[src/rtl/core/sqe_pkg.sv]
// shared types, codes and defaults of the stack/queue engine
package sqe_pkg;

    localparam int DEPTH_DEF     = 64;
    localparam int WORD_BITS_DEF = 32;

    localparam int CMD_W    = 3;
    localparam int STATUS_W = 2;
    localparam int OUT_W    = 32;
    localparam int IN_W     = 32;

    // apb register map: one 32-bit register per word address
    localparam int PADDR_W = 3;
    localparam int PDATA_W = 32;
    localparam logic [PADDR_W-3:0] REG_PUSH_AT_TOP = '0;

    typedef enum logic [CMD_W-1:0] {
        CMD_PUSH = 3'd0,
        CMD_DUMP = 3'd1,
        CMD_PEEK = 3'd2,
        CMD_POP  = 3'd3,
        CMD_SWAP = 3'd4
    } cmd_t;

    typedef enum logic [STATUS_W-1:0] {
        ST_OK    = 2'd0,
        ST_EMPTY = 2'd1,
        ST_SHORT = 2'd2,
        ST_FULL  = 2'd3
    } status_t;

    typedef enum logic [2:0] {
        S_IDLE,
        S_RESP,
        S_PEEK,
        S_DUMP,
        S_SWAP_A,
        S_SWAP_B,
        S_SWAP_W
    } state_t;

endpackage

[src/rtl/core/sqe_ifs.sv]
// command and result channel interfaces of the stack/queue engine
interface sqe_cmd_if;
    import sqe_pkg::*;

    logic                    valid;
    logic                    ready;
    logic [CMD_W-1:0]        cmd;
    logic signed [IN_W-1:0]  push_value;

    modport source (output valid, output cmd, output push_value, input ready);
    modport sink   (input valid, input cmd, input push_value, output ready);
endinterface

interface sqe_res_if;
    import sqe_pkg::*;

    logic                    valid;
    logic                    ready;
    logic [STATUS_W-1:0]     status;
    logic signed [OUT_W-1:0] word_out;
    logic                    word_valid;
    logic                    last_of_run;

    modport source (output valid, output status, output word_out, output word_valid,
                    output last_of_run, input ready);
    modport sink   (input valid, input status, input word_out, input word_valid,
                    input last_of_run, output ready);
endinterface

[src/rtl/core/sqe_ram.sv]
// generic simple dual-port ram with registered read
module sqe_ram #(
    parameter int WIDTH = 32,
    parameter int DEPTH = 64
) (
    input  logic                     clk,
    input  logic                     we,
    input  logic [$clog2(DEPTH)-1:0] waddr,
    input  logic [WIDTH-1:0]         wdata,
    input  logic                     re,
    input  logic [$clog2(DEPTH)-1:0] raddr,
    output logic [WIDTH-1:0]         rdata
);
    logic [WIDTH-1:0] mem [DEPTH];
    logic [WIDTH-1:0] rdata_reg;

    always_ff @(posedge clk)
    begin
        if (we)
        begin
            mem[waddr] <= wdata;
        end
        if (re)
        begin
            rdata_reg <= mem[raddr];
        end
    end

    assign rdata = rdata_reg;
endmodule

[src/rtl/core/sqe_ctrl.sv]
// command sequencer: ring pointers, memory access and result register
module sqe_ctrl #(
    parameter int DEPTH     = sqe_pkg::DEPTH_DEF,
    parameter int WORD_BITS = sqe_pkg::WORD_BITS_DEF
) (
    input  logic       clk,
    input  logic       rst_n,
    input  logic       push_at_top,
    sqe_cmd_if.sink    cmd_ch,
    sqe_res_if.source  res_ch
);
    import sqe_pkg::*;

    localparam int AW = $clog2(DEPTH);
    localparam int CW = $clog2(DEPTH + 1);

    state_t               state_reg, state_next;
    logic [AW-1:0]        top_reg, top_next;
    logic [CW-1:0]        count_reg, count_next;
    logic [CW-1:0]        idx_reg, idx_next;
    logic [WORD_BITS-1:0] tmp_reg, tmp_next;
    status_t              status_reg, status_next;

    logic                 out_valid_reg, out_valid_next;
    status_t              out_status_reg, out_status_next;
    logic [OUT_W-1:0]     out_word_reg, out_word_next;
    logic                 out_wvalid_reg, out_wvalid_next;
    logic                 out_last_reg, out_last_next;

    logic                 ram_we, ram_re;
    logic [AW-1:0]        ram_waddr, ram_raddr;
    logic [WORD_BITS-1:0] ram_wdata, ram_rdata;

    logic                 accept, out_free, load;
    logic signed [63:0]   push_ext;
    logic signed [WORD_BITS-1:0] rd_word;
    logic signed [63:0]   rd_ext;
    logic [CW-1:0]        idx_inc;

    // base + off modulo DEPTH, both operands below DEPTH
    function automatic logic [AW-1:0] ring_add(input logic [AW-1:0] base,
                                               input logic [CW-1:0] off);
        logic [CW:0] s;
        s = (CW+1)'(base) + (CW+1)'(off);
        if (s >= (CW+1)'(DEPTH))
        begin
            s = s - (CW+1)'(DEPTH);
        end
        return s[AW-1:0];
    endfunction

    sqe_ram #(
        .WIDTH (WORD_BITS),
        .DEPTH (DEPTH)
    ) u_ram (
        .clk   (clk),
        .we    (ram_we),
        .waddr (ram_waddr),
        .wdata (ram_wdata),
        .re    (ram_re),
        .raddr (ram_raddr),
        .rdata (ram_rdata)
    );

    assign cmd_ch.ready = (state_reg == S_IDLE);
    assign accept       = cmd_ch.valid && cmd_ch.ready;
    assign out_free     = !out_valid_reg || res_ch.ready;

    // truncate to the stored width, sign-extend back on the way out
    assign push_ext = 64'(cmd_ch.push_value);
    assign rd_word  = ram_rdata;
    assign rd_ext   = 64'(rd_word);
    assign idx_inc  = idx_reg + CW'(1);

    always_ff @(posedge clk or negedge rst_n)
    begin
        if (!rst_n)
        begin
            state_reg     <= S_IDLE;
            top_reg       <= '0;
            count_reg     <= '0;
            out_valid_reg <= 1'b0;
        end
        else
        begin
            state_reg     <= state_next;
            top_reg       <= top_next;
            count_reg     <= count_next;
            out_valid_reg <= out_valid_next;
        end
    end

    always_ff @(posedge clk)
    begin
        idx_reg        <= idx_next;
        tmp_reg        <= tmp_next;
        status_reg     <= status_next;
        out_status_reg <= out_status_next;
        out_word_reg   <= out_word_next;
        out_wvalid_reg <= out_wvalid_next;
        out_last_reg   <= out_last_next;
    end

    always_comb
    begin
        state_next      = state_reg;
        top_next        = top_reg;
        count_next      = count_reg;
        idx_next        = idx_reg;
        tmp_next        = tmp_reg;
        status_next     = status_reg;
        ram_we          = 1'b0;
        ram_waddr       = top_reg;
        ram_wdata       = push_ext[WORD_BITS-1:0];
        ram_re          = 1'b0;
        ram_raddr       = top_reg;
        load            = 1'b0;
        out_status_next = out_status_reg;
        out_word_next   = out_word_reg;
        out_wvalid_next = out_wvalid_reg;
        out_last_next   = out_last_reg;

        case (state_reg)
            S_IDLE:
            begin
                if (accept)
                begin
                    status_next = ST_OK;
                    state_next  = S_RESP;
                    case (cmd_ch.cmd)
                        CMD_PUSH:
                        begin
                            if (count_reg == CW'(DEPTH))
                            begin
                                status_next = ST_FULL;
                            end
                            else
                            begin
                                ram_we     = 1'b1;
                                count_next = count_reg + CW'(1);
                                if (push_at_top)
                                begin
                                    top_next  = (top_reg == '0) ? AW'(DEPTH - 1)
                                                                : top_reg - AW'(1);
                                    ram_waddr = top_next;
                                end
                                else
                                begin
                                    ram_waddr = ring_add(top_reg, count_reg);
                                end
                            end
                        end
                        CMD_DUMP:
                        begin
                            if (count_reg != '0)
                            begin
                                ram_re     = 1'b1;
                                idx_next   = '0;
                                state_next = S_DUMP;
                            end
                        end
                        CMD_PEEK:
                        begin
                            if (count_reg == '0)
                            begin
                                status_next = ST_EMPTY;
                            end
                            else
                            begin
                                ram_re     = 1'b1;
                                state_next = S_PEEK;
                            end
                        end
                        CMD_POP:
                        begin
                            if (count_reg == '0)
                            begin
                                status_next = ST_EMPTY;
                            end
                            else
                            begin
                                top_next   = ring_add(top_reg, CW'(1));
                                count_next = count_reg - CW'(1);
                            end
                        end
                        CMD_SWAP:
                        begin
                            if (count_reg < CW'(2))
                            begin
                                status_next = ST_SHORT;
                            end
                            else
                            begin
                                ram_re     = 1'b1;
                                state_next = S_SWAP_A;
                            end
                        end
                        default:
                        begin
                            status_next = ST_OK;
                        end
                    endcase
                end
            end
            S_SWAP_A:
            begin
                tmp_next   = ram_rdata;
                ram_re     = 1'b1;
                ram_raddr  = ring_add(top_reg, CW'(1));
                state_next = S_SWAP_B;
            end
            S_SWAP_B:
            begin
                ram_we     = 1'b1;
                ram_waddr  = top_reg;
                ram_wdata  = ram_rdata;
                state_next = S_SWAP_W;
            end
            S_SWAP_W:
            begin
                ram_we      = 1'b1;
                ram_waddr   = ring_add(top_reg, CW'(1));
                ram_wdata   = tmp_reg;
                status_next = ST_OK;
                state_next  = S_RESP;
            end
            S_RESP:
            begin
                if (out_free)
                begin
                    load            = 1'b1;
                    out_status_next = status_reg;
                    out_word_next   = '0;
                    out_wvalid_next = 1'b0;
                    out_last_next   = 1'b1;
                    state_next      = S_IDLE;
                end
            end
            S_PEEK:
            begin
                if (out_free)
                begin
                    load            = 1'b1;
                    out_status_next = ST_OK;
                    out_word_next   = rd_ext[OUT_W-1:0];
                    out_wvalid_next = 1'b1;
                    out_last_next   = 1'b1;
                    state_next      = S_IDLE;
                end
            end
            S_DUMP:
            begin
                // read data holds while the result slot is busy
                if (out_free)
                begin
                    load            = 1'b1;
                    out_status_next = ST_OK;
                    out_word_next   = rd_ext[OUT_W-1:0];
                    out_wvalid_next = 1'b1;
                    out_last_next   = (idx_inc == count_reg);
                    if (idx_inc == count_reg)
                    begin
                        state_next = S_IDLE;
                    end
                    else
                    begin
                        ram_re    = 1'b1;
                        ram_raddr = ring_add(top_reg, idx_inc);
                        idx_next  = idx_inc;
                    end
                end
            end
            default:
            begin
                state_next = S_IDLE;
            end
        endcase

        out_valid_next = load ? 1'b1 : (res_ch.ready ? 1'b0 : out_valid_reg);
    end

    assign res_ch.valid       = out_valid_reg;
    assign res_ch.status      = out_status_reg;
    assign res_ch.word_out    = out_word_reg;
    assign res_ch.word_valid  = out_wvalid_reg;
    assign res_ch.last_of_run = out_last_reg;

`ifndef NO_ASSERTIONS
    // the word count never passes the capacity
    a_count_bound: assert property (@(posedge clk) disable iff (!rst_n)
        count_reg <= CW'(DEPTH))
        else $error("word count above capacity");

    // the ring pointer stays inside the store
    a_top_bound: assert property (@(posedge clk) disable iff (!rst_n)
        top_reg < AW'(DEPTH - 1) || top_reg == AW'(DEPTH - 1))
        else $error("top index outside the store");

    // the sequencer never reads and writes the memory in the same cycle
    a_no_rw_overlap: assert property (@(posedge clk) disable iff (!rst_n)
        !(ram_we && ram_re))
        else $error("memory read and write overlap");

    // the word count moves only right after a command transaction
    a_count_moves: assert property (@(posedge clk) disable iff (!rst_n)
        count_reg != $past(count_reg) |-> $past(accept))
        else $error("word count changed without a command");

    // a pending result is never overwritten
    a_no_overwrite: assert property (@(posedge clk) disable iff (!rst_n)
        out_valid_reg && !res_ch.ready |=> $stable(out_word_reg) && $stable(out_last_reg))
        else $error("pending result overwritten");
`endif
endmodule

[src/rtl/core/stack_queue_engine_top.sv]
// top level of the stack/queue engine: apb register and command sequencer
//
// Bounded store of signed words kept as a ring in one single-port-write,
// registered-read memory, with a top index and a word count. Each command
// transaction does one operation (push, dump, peek, pop, swap) and produces one
// result transaction, except dump of a non-empty store, which gives one per stored
// word from the top down, flagging the bottom word with last_of_run. Error cases
// (push when full, peek/pop when empty, swap with fewer than two words) report a
// status and leave the store as it was. Push, pop, error and unknown commands load
// their result after accept; peek reads on accept, then loads; swap reads both
// words and writes them back crossed, as both pass through the single read port
// and the single write port one at a time; dump reads on accept, then loads one
// result per word, one memory read per cycle while the consumer keeps up. Results
// land in an output register, so a finished result may wait there while the next
// command is accepted. The push_at_top register (offset 0x0, reset 1) selects
// stack mode (push at top) or queue mode (append at bottom); write it only while
// the block is idle. Entries of the store are undefined until written, and only
// written entries are ever read; no clearing pass is needed after reset.
module stack_queue_engine_top #(
    parameter int DEPTH     = sqe_pkg::DEPTH_DEF,
    parameter int WORD_BITS = sqe_pkg::WORD_BITS_DEF
) (
    input  logic                          clk,
    input  logic                          rst_n,
    // apb configuration port
    input  logic                          psel,
    input  logic                          penable,
    input  logic                          pwrite,
    input  logic [sqe_pkg::PADDR_W-1:0]   paddr,
    input  logic [sqe_pkg::PDATA_W-1:0]   pwdata,
    output logic [sqe_pkg::PDATA_W-1:0]   prdata,
    output logic                          pready,
    // command and result channels
    sqe_cmd_if.sink                       cmd_ch,
    sqe_res_if.source                     res_ch
);
    import sqe_pkg::*;

    logic push_at_top_reg, push_at_top_next;
    logic reg_hit;
    logic reg_write;

    // register index is the word address; low byte bits are ignored
    assign reg_hit   = (paddr[PADDR_W-1:2] == REG_PUSH_AT_TOP);
    assign reg_write = psel && penable && pwrite && pready;
    assign pready    = 1'b1;

    always_comb
    begin
        push_at_top_next = push_at_top_reg;
        if (reg_write && reg_hit)
        begin
            push_at_top_next = pwdata[0];
        end
    end

    always_ff @(posedge clk or negedge rst_n)
    begin
        if (!rst_n)
        begin
            push_at_top_reg <= 1'b1;
        end
        else
        begin
            push_at_top_reg <= push_at_top_next;
        end
    end

    // read back: only the mode bit is implemented
    assign prdata = reg_hit ? {{(PDATA_W-1){1'b0}}, push_at_top_reg} : '0;

    // sequencer with the ring memory and the result register
    sqe_ctrl #(
        .DEPTH     (DEPTH),
        .WORD_BITS (WORD_BITS)
    ) u_ctrl (
        .clk         (clk),
        .rst_n       (rst_n),
        .push_at_top (push_at_top_reg),
        .cmd_ch      (cmd_ch),
        .res_ch      (res_ch)
    );
endmodule
[src/flat_wrapper.sv]
// flat-port wrapper written by rule: the top's interface ports become plain ports
module stack_queue_engine_top_flat import sqe_pkg::*;
#(
    parameter int DEPTH     = sqe_pkg::DEPTH_DEF,
    parameter int WORD_BITS = sqe_pkg::WORD_BITS_DEF
)
  (clk, rst_n, psel, penable, pwrite, paddr, pwdata, prdata, pready, cmd_ch_valid, cmd_ch_cmd, cmd_ch_push_value, cmd_ch_ready, res_ch_valid, res_ch_status, res_ch_word_out, res_ch_word_valid, res_ch_last_of_run, res_ch_ready);
  sqe_cmd_if cmd_ch_i ();
  sqe_res_if res_ch_i ();
  input  logic clk;
  input  logic rst_n;
  input  logic psel;
  input  logic penable;
  input  logic pwrite;
  input  logic [sqe_pkg::PADDR_W-1:0] paddr;
  input  logic [sqe_pkg::PDATA_W-1:0] pwdata;
  output logic [sqe_pkg::PDATA_W-1:0] prdata;
  output logic pready;
  input wire logic [$bits(cmd_ch_i.valid)-1:0] cmd_ch_valid;
  input wire logic [$bits(cmd_ch_i.cmd)-1:0] cmd_ch_cmd;
  input wire logic [$bits(cmd_ch_i.push_value)-1:0] cmd_ch_push_value;
  output wire logic [$bits(cmd_ch_i.ready)-1:0] cmd_ch_ready;
  output wire logic [$bits(res_ch_i.valid)-1:0] res_ch_valid;
  output wire logic [$bits(res_ch_i.status)-1:0] res_ch_status;
  output wire logic [$bits(res_ch_i.word_out)-1:0] res_ch_word_out;
  output wire logic [$bits(res_ch_i.word_valid)-1:0] res_ch_word_valid;
  output wire logic [$bits(res_ch_i.last_of_run)-1:0] res_ch_last_of_run;
  input wire logic [$bits(res_ch_i.ready)-1:0] res_ch_ready;
  assign cmd_ch_i.valid = cmd_ch_valid;
  assign cmd_ch_i.cmd = cmd_ch_cmd;
  assign cmd_ch_i.push_value = cmd_ch_push_value;
  assign cmd_ch_ready = cmd_ch_i.ready;
  assign res_ch_valid = res_ch_i.valid;
  assign res_ch_status = res_ch_i.status;
  assign res_ch_word_out = res_ch_i.word_out;
  assign res_ch_word_valid = res_ch_i.word_valid;
  assign res_ch_last_of_run = res_ch_i.last_of_run;
  assign res_ch_i.ready = res_ch_ready;
  stack_queue_engine_top #(.DEPTH(DEPTH), .WORD_BITS(WORD_BITS)) u_core (.clk(clk), .rst_n(rst_n), .psel(psel), .penable(penable), .pwrite(pwrite), .paddr(paddr), .pwdata(pwdata), .prdata(prdata), .pready(pready), .cmd_ch(cmd_ch_i), .res_ch(res_ch_i));
endmodule
[config.mk]
export PLATFORM = sky130hd
export DESIGN_NAME = stack_queue_engine_top_flat
export DESIGN_NICKNAME = d
export VERILOG_FILES = /design/src/rtl/core/sqe_pkg.sv /design/src/rtl/core/sqe_ifs.sv /design/src/rtl/core/sqe_ram.sv /design/src/rtl/core/sqe_ctrl.sv /design/src/rtl/core/stack_queue_engine_top.sv /design/src/flat_wrapper.sv
export SDC_FILE = /design/constraint.sdc
export NUM_CORES = 2
export LEC_CHECK = 0
export ABC_CLOCK_PERIOD_IN_PS = 5380
export BUFFER_PORTS_ARGS = -buffer_cell sky130_fd_sc_hd__buf_2
export CORE_UTILIZATION = 30
export CTS_CLUSTER_DIAMETER = 60
export DETAILED_ROUTE_END_ITERATION = 7
export HOLD_SLACK_MARGIN = 0.1
export SLEW_MARGIN = 15
export SYNTH_ARGS = -nofsm -noshare
export SYNTH_HDL_FRONTEND = slang
export SYNTH_HIERARCHICAL = 1
export SYNTH_SLANG_ARGS = --single-unit
[constraint.sdc]
create_clock -name clk -period 5.38 [get_ports clk]
set_input_delay 0.538 -clock clk [delete_from_list [all_inputs] [get_ports clk]]
set_output_delay 0.538 -clock clk [all_outputs]
set_load 0.03 [all_outputs]
=== Yosys cells after proc, flatten, opt, wreduce, memory -nomap -nowiden ===
Memories as Yosys holds them, arrays and structs flattened. A register that Yosys moved wholly into a read port is not among the register bits.
Cells that the tools add are included.

* Reductions and logical operators: 29
* Equality and inequality tests: 24
* $add $sub $neg: 10
* $lt $le $gt $ge: 4
* Muxes and demuxes: 71
* Bitwise operators: 1

{| class="wikitable"
|+ Operators by type and width
! cell !! count
|-
| 32-bit case mux with 2 select lines || 2
|-
| 6-bit 2-to-1 mux || 13
|-
| 32-bit 2-to-1 mux || 2
|-
| 7-bit 2-to-1 mux || 7
|-
| 6-bit case mux with 2 select lines || 3
|-
| 7-bit case mux with 2 select lines || 2
|-
| 6-bit by 1-bit subtractor with 6-bit output, second input constant || 4
|-
| 1-bit 2-to-1 mux || 20
|-
| 3-bit case mux with 6 select lines || 1
|-
| 6-bit by 7-bit adder with 8-bit output || 2
|-
| 8-bit by 7-bit >= comparator with 1-bit output, second input constant || 2
|-
| 3-bit 2-to-1 mux || 5
|-
| 7-bit by 1-bit adder with 7-bit output, second input constant || 2
|-
| 2-bit 2-to-1 mux || 7
|-
| 3-bit by 2-bit == test with 1-bit output, second input constant || 4
|-
| 3-bit == test, second input constant || 4
|-
| 2-bit by 1-bit inequality test with 1-bit output, second input constant || 6
|-
| 2-bit inequality test, second input constant || 6
|-
| 6-bit AND reduction || 2
|-
| 2-bit nonzero test || 6
|-
| 3-bit case mux with 3 select lines || 1
|-
| 2-bit case mux with 2 select lines || 2
|-
| 2-bit OR reduction || 4
|-
| 6-bit by 1-bit adder with 7-bit output, second input constant || 1
|-
| 22 further kinds || 31
|}

* Output and inout port bits: 71
* Logic and storage cells: 152
* Memories kept: 1
* Input port bits: 77
* Register bits after elaboration: 95
* Bits in writable memories: 2048

{| class="wikitable"
|+ Memories
! name !! words !! bits a word !! read ports !! clocked after memory_dff !! wr ports !! line !! text
|-
| u_core.u_ctrl.u_ram.mem || 64 || 32 || 1 || 1 || 1 || sqe_ram.sv:14 || <nowiki>logic [WIDTH-1:0] mem [DEPTH];</nowiki>
|}

=== Depth between registers and ports, before layout ===
* Word-level depth: 8
* Mapped depth: 17
* Mapped depth without buffers: 14

=== Cells and area by module ===
The synthesis kept the hierarchy.

{| class="wikitable"
|+ Modules (own cells, without submodules)
! module !! instances !! area each (um2) !! cells an instance !! sequential area each (um2)
|-
| sqe_ram || 1 || 79359.9 || 3511 || 62459.9
|-
| sqe_ctrl || 1 || 5447.7 || 510 || 2737.6
|-
| stack_queue_engine_top || 1 || 302.8 || 38 || 26.3
|}

=== Least setup slack after synthesis ===
No wires, ideal clock.

* Path type: input-to-reg
* Start point: input cmd_ch_cmd[1]
* End point: memory u_core.u_ctrl.u_ram.mem[28][0] (enable)
* Stages: 12
* Setup time: 421 ps
* Data arrival time: 4352 ps
* Required time: 4959 ps
* Setup slack: 607 ps
* Path buffers: 3
* Cell sequence: buf_4 > nand3_1 > clkinv_1 > a21oi_1 > and2_2 > nor2_4 > a221o_1 > clkbuf_1 > or3b_2 > or2_2 > clkbuf_1 > nor2_1

* Elaborated cells on any way between the ends: 9
* Classes of those cells: 8 x mux; 1 x reduce/logical

{| class="wikitable"
|+ RTL lines
! what !! line !! text
|-
| start, declared || flat_wrapper.sv:20 || <nowiki>input wire logic [$bits(cmd_ch_i.cmd)-1:0] cmd_ch_cmd;</nowiki>
|-
| 3-bit logical NOT || sqe_ctrl.sv:130 || <nowiki>case (cmd_ch.cmd)</nowiki>
|-
| 6-bit 2-to-1 mux || sqe_ctrl.sv:130 ||
|-
| 6-bit 2-to-1 mux || sqe_ctrl.sv:126 || <nowiki>if (accept)</nowiki>
|-
| 6-bit case mux with 2 select lines || sqe_ctrl.sv:123 || <nowiki>case (state_reg)</nowiki>
|-
| net u_core.u_ctrl.ram_waddr[1] || sqe_ctrl.sv:31 || <nowiki>logic [AW-1:0] ram_waddr, ram_raddr;</nowiki>
|-
| end, declared || sqe_ram.sv:14 ||
|}

The timed path passes the listed nets, and every way through them passes these cells.

=== Worst setup path after layout ===
* Start point: register u_core.u_ctrl.idx_reg[0]
* End point: register u_core.u_ctrl.u_ram.rdata_reg[31], in the netlist u_core/u_ctrl/u_ram/rdata[31] (read register of u_core.u_ctrl.u_ram.mem), data pin

* Longest elaborated chain between the ends: 7
* Elaborated cells on any way between the ends: 12
* Classes of those cells: 3 x add/sub; 1 x order compare; 1 x eq/ne; 7 x mux

{| class="wikitable"
|+ Ends and longest elaborated chain
! what !! line !! text
|-
| start, declared || sqe_ctrl.sv:20 || <nowiki>logic [CW-1:0] idx_reg, idx_next;</nowiki>
|-
| start signal, assigned || sqe_ctrl.sv:95 || <nowiki>idx_reg <= idx_next;</nowiki>
|-
| 7-bit by 1-bit adder with 7-bit output * || sqe_ctrl.sv:73 || <nowiki>assign idx_inc = idx_reg + CW'(1);</nowiki>
|-
| net u_core.u_ctrl.idx_inc[2] || sqe_ctrl.sv:38 || <nowiki>logic [CW-1:0] idx_inc;</nowiki>
|-
| 6-bit by 7-bit adder with 8-bit output || sqe_ctrl.sv:44 || <nowiki>s = (CW+1)'(base) + (CW+1)'(off);</nowiki>
|-
| 8-bit by 7-bit >= comparator with 1-bit output or 6-bit by 1-bit subtractor with 6-bit output (tied branches) || sqe_ctrl.sv:45, sqe_ctrl.sv:47 ||
|-
| 6-bit 2-to-1 mux || sqe_ctrl.sv:45 || <nowiki>if (s >= (CW+1)'(DEPTH))</nowiki>
|-
| 6-bit 2-to-1 mux * || sqe_ctrl.sv:261 || <nowiki>if (idx_inc == count_reg)</nowiki>
|-
| 6-bit 2-to-1 mux * || sqe_ctrl.sv:254 || <nowiki>if (out_free)</nowiki>
|-
| 6-bit case mux with 2 select lines * || sqe_ctrl.sv:123 ||
|-
| net u_core.u_ctrl.ram_raddr[3] || sqe_ctrl.sv:31 ||
|-
| end, declared || sqe_ram.sv:15 || <nowiki>logic [WIDTH-1:0] rdata_reg;</nowiki>
|}

The timed path passes the listed nets; every way through them passes the cells marked *.
A chain may end at the register's enable or synchronous reset.

==> flow_metrics.env <==
export IMPL_io_pins=148
export IMPL_clk_latency_ps=860
export IMPL_drtIter0Drc=5270
export IMPL_max_cap_violations=0
export IMPL_synth_warnings=6
export IMPL_ir_drop_v=0.0003674
export IMPL_clockRootBuffer="clkbuf_16"
export IMPL_power_switching_uw=18560
export IMPL_grt_pass1_wl_um=316400
export IMPL_switching_share=0.3408
export IMPL_synthesis_area_mm2=0.08511
export IMPL_antenna_found_initial=16
export IMPL_avgSynthCellArea_um2=20.97
export IMPL_cts_sinks=2175
export IMPL_timing_rr_start="u_core/u_ctrl/idx_reg[0]"
export IMPL_area_growth_pct=16.07
export IMPL_start_util=0.3015
export IMPL_synth_top_cell_area_share=0.7610
export IMPL_synthTopCellsByArea="edfxtp_1 (76%), mux4_2 (12%), mux2i_1 (2.3%)"
export IMPL_utilization=0.3499
export IMPL_largest_reg_flops=2048
export IMPL_period_needed_ps=5252
export IMPL_final_common_cell="edfxtp_1"
export IMPL_p_clk_frac=0.254
export IMPL_drive_gt1_frac=0.2648
export IMPL_use_met2=0.2451
export IMPL_grt_max_degree=65
export IMPL_clock_skew_ps=43.01
export IMPL_report_final_slew_viol_count=0
export IMPL_max_slew_margin=0.2886
export IMPL_grt_pass1_vias=42580
export IMPL_status="finished, final reports clean"
export IMPL_drc=0
export IMPL_wire_per_inst_um=26.98
export IMPL_seq_area_frac_synth=0.7663
export IMPL_r2r_cells=14
export IMPL_use_met3=0.03226
export IMPL_hold_path_class="in -> async"
export IMPL_ys_ff_latch=2175
export IMPL_synth_flop_cell="edfxtp_1"
export IMPL_gp_congestion=0.8307
export IMPL_wl_um=224800
export IMPL_fin_nets=4515
export IMPL_final_setup_tns_ps=0
export IMPL_power_internal_uw=35910
export IMPL_finalHoldViolCount=0
export IMPL_fmax_ghz=0.1904
export IMPL_core_region_area_mm2=0.2823
export IMPL_ant_nets=0
export IMPL_clkTransAtPathRegs_ps=70
export IMPL_crit_path_max_fanout=14
export IMPL_num_vias=43020
export IMPL_synthArstFlopShare=0.008276
export IMPL_cp_end_kind="flip-flop"
export IMPL_numPortBuffers=82
export IMPL_dpl_cell_count=7935
export IMPL_die_y_um=534.6
export IMPL_dp_hpwl_um=127300
export IMPL_p_leak_uw=0.03127
export IMPL_row_count=195
export IMPL_critPathKind="reg -> reg"
export IMPL_worst_r2r_endpoint="u_core/u_ctrl/u_ram/rdata[31]"
export IMPL_firstDrtPassIters=5
export IMPL_synthCells=4059
export IMPL_grt_overflow_total=0
export IMPL_cts_tree="yes"
export IMPL_p_per_area_mw_per_mm2=551.5
export IMPL_crit_arrival_ps=5960
export IMPL_avgViaCountPerCell=5.162
export IMPL_crit_required_ps=6090
export IMPL_critPathLaunchType="flip-flop"
export IMPL_top_register="u_core/u_ctrl/u_ram/mem"
export IMPL_num_fill_cells=25980
export IMPL_period_share=0.9763
export IMPL_cts_buffer_depth=3
export IMPL_worstMarginPinSlew_ps=1059
export IMPL_mostFrequentLayoutCells="edfxtp_1 (2157), mux4_2 (446), buf_4 (224)"
export IMPL_cts_buffers=210
export IMPL_synth_edf_count=2157
export IMPL_rrSetupSlack_ps=130
export IMPL_die_area_mm2=0.2858
export IMPL_yosys_area_top_type="edfxtp_1"
export IMPL_h_tree_depth=4
export IMPL_rsz0062_at_grt="false"
export IMPL_grt_usage=0.1546
export IMPL_die_w_um=534.6
export IMPL_met1_usage=0.2108
export IMPL_comb_power_share=0.369
export IMPL_setup_viol=0
export IMPL_synth_cell_types=79
export IMPL_p_seq_frac=0.377
export IMPL_grt_busiest_layer="met2"
export IMPL_final_cell_count_no_fill=8333
-- worst max path at each step --
stage / startpoint / endpoint / slack, ps / depth (start not counted)
after floorplan: cmd_ch_cmd[1] / u_core/u_ctrl/u_ram/mem[28][0] / 610 / 12
after global placement: u_core/u_ctrl/idx_reg[0] / u_core/u_ctrl/u_ram/rdata[0] / 230 / 14
after detailed placement: u_core/u_ctrl/idx_reg[0] / u_core/u_ctrl/u_ram/rdata[0] / 160 / 14
after CTS: u_core/u_ctrl/idx_reg[0] / u_core/u_ctrl/u_ram/rdata[0] / 110 / 14
after global routing: u_core/u_ctrl/idx_reg[0] / u_core/u_ctrl/u_ram/rdata[31] / 20 / 14
final: u_core/u_ctrl/idx_reg[0] / u_core/u_ctrl/u_ram/rdata[31] / 130 / 14
-- critical path, stage by stage (launching register included) --
cell and delay (ps):
edfxtp_1 480, ha_1 290, xor2_1 300, xnor2_1 150, and4_1 230, a31oi_2 150
nor2_2 560, nand2_1 190, o221ai_4 280, buf_4 390, buf_4 260, nand2b_1 550
o21ai_0 190, nor3_1 830, o211a_1 220
-- cell type report --
cell class / count / area, µm² / area share
clock buffer: 294 / 5759 / 0.05830
sequential: 2175 / 65220 / 0.6603
timing repair buffer: 378 / 3453 / 0.03496
antenna: 5 / 12.51 / 0.0001267
clock inverter: 87 / 636.9 / 0.006447
inverter: 21 / 78.83 / 0.0007980
tap: 3743 / 4683 / 0.04741
multi-input combinational: 1630 / 18940 / 0.1917
-- timing repair --
action                     in CTS  in global routing
hold buffers                    8                  0
hold endpoints to repair       23                  0
setup endpoints to repair       0                 26
resized for setup               0                  2
setup buffers                   0                  3
-- routing by layer --
| layer | vias to the layer above | wire length, µm |
|---|---|---|
| li1 | 17620 | - |
| met1 | 23040 | 91640 |
| met2 | 2046 | 105100 |
| met3 | 304 | 20910 |
| met4 | 6 | 7171 |
| met5 | - | 45 |
-- power groups by stage --
stage          Clock, µW  Sequential [µW]  Combinational (µW)
2_1_floorplan          0            20900               12300
3_3_place_gp           0            20900               19800
3_5_place_dp           0            20900               20000
4_1_cts            14100            20500               20000
5_1_grt            14700            20600               21100
6_report           13900            20500               20100
-- cells in the mapped netlist (21+ instances only) --
cell,number
mux2i_1,192
mux4_2,446
nand3_1,60
edfxtp_1,2157
a211oi_1,22
buf_6,35
buf_2,58
nor2b_1,21
nand2_1,127
a22oi_1,159
buf_4,62
a31oi_1,24
a21oi_1,45
o21ai_0,44
o22ai_1,44
clkbuf_1,90
and2_1,35
nor2_1,114
-- through the flow --
step / power (µW) / instance area, µm² / setup slack (ps) / hold WS [ps]
final: 54480 / 98780 / 127.6 / 199.0
after global routing: 56360 / 98780 / 15.17 / 211.7
after CTS: 54650 / 98710 / 114.6 / 137.4
after detailed placement: 40860 / 92230 / 155.9 / 477.8
after global placement: 40700 / 92230 / 228.1 / 463.3
after floorplan: 33150 / 85220 / 606.6 / 242.4
-- kinds of logic after synthesis --
family                     after synthesis  synth area share
AOI/OAI and AO/OA                      459           0.03860
other                                    2        0.00008824
buffers and inverters                  285           0.02063
muxes                                  644            0.1415
adders and majority gates               22          0.003499
and+or+nand+nor                        438           0.02518
xor gates and xnor gates                34          0.004175
DFF                                   2175            0.7663
No activity file was read; power rests on OpenSTA's default activity.
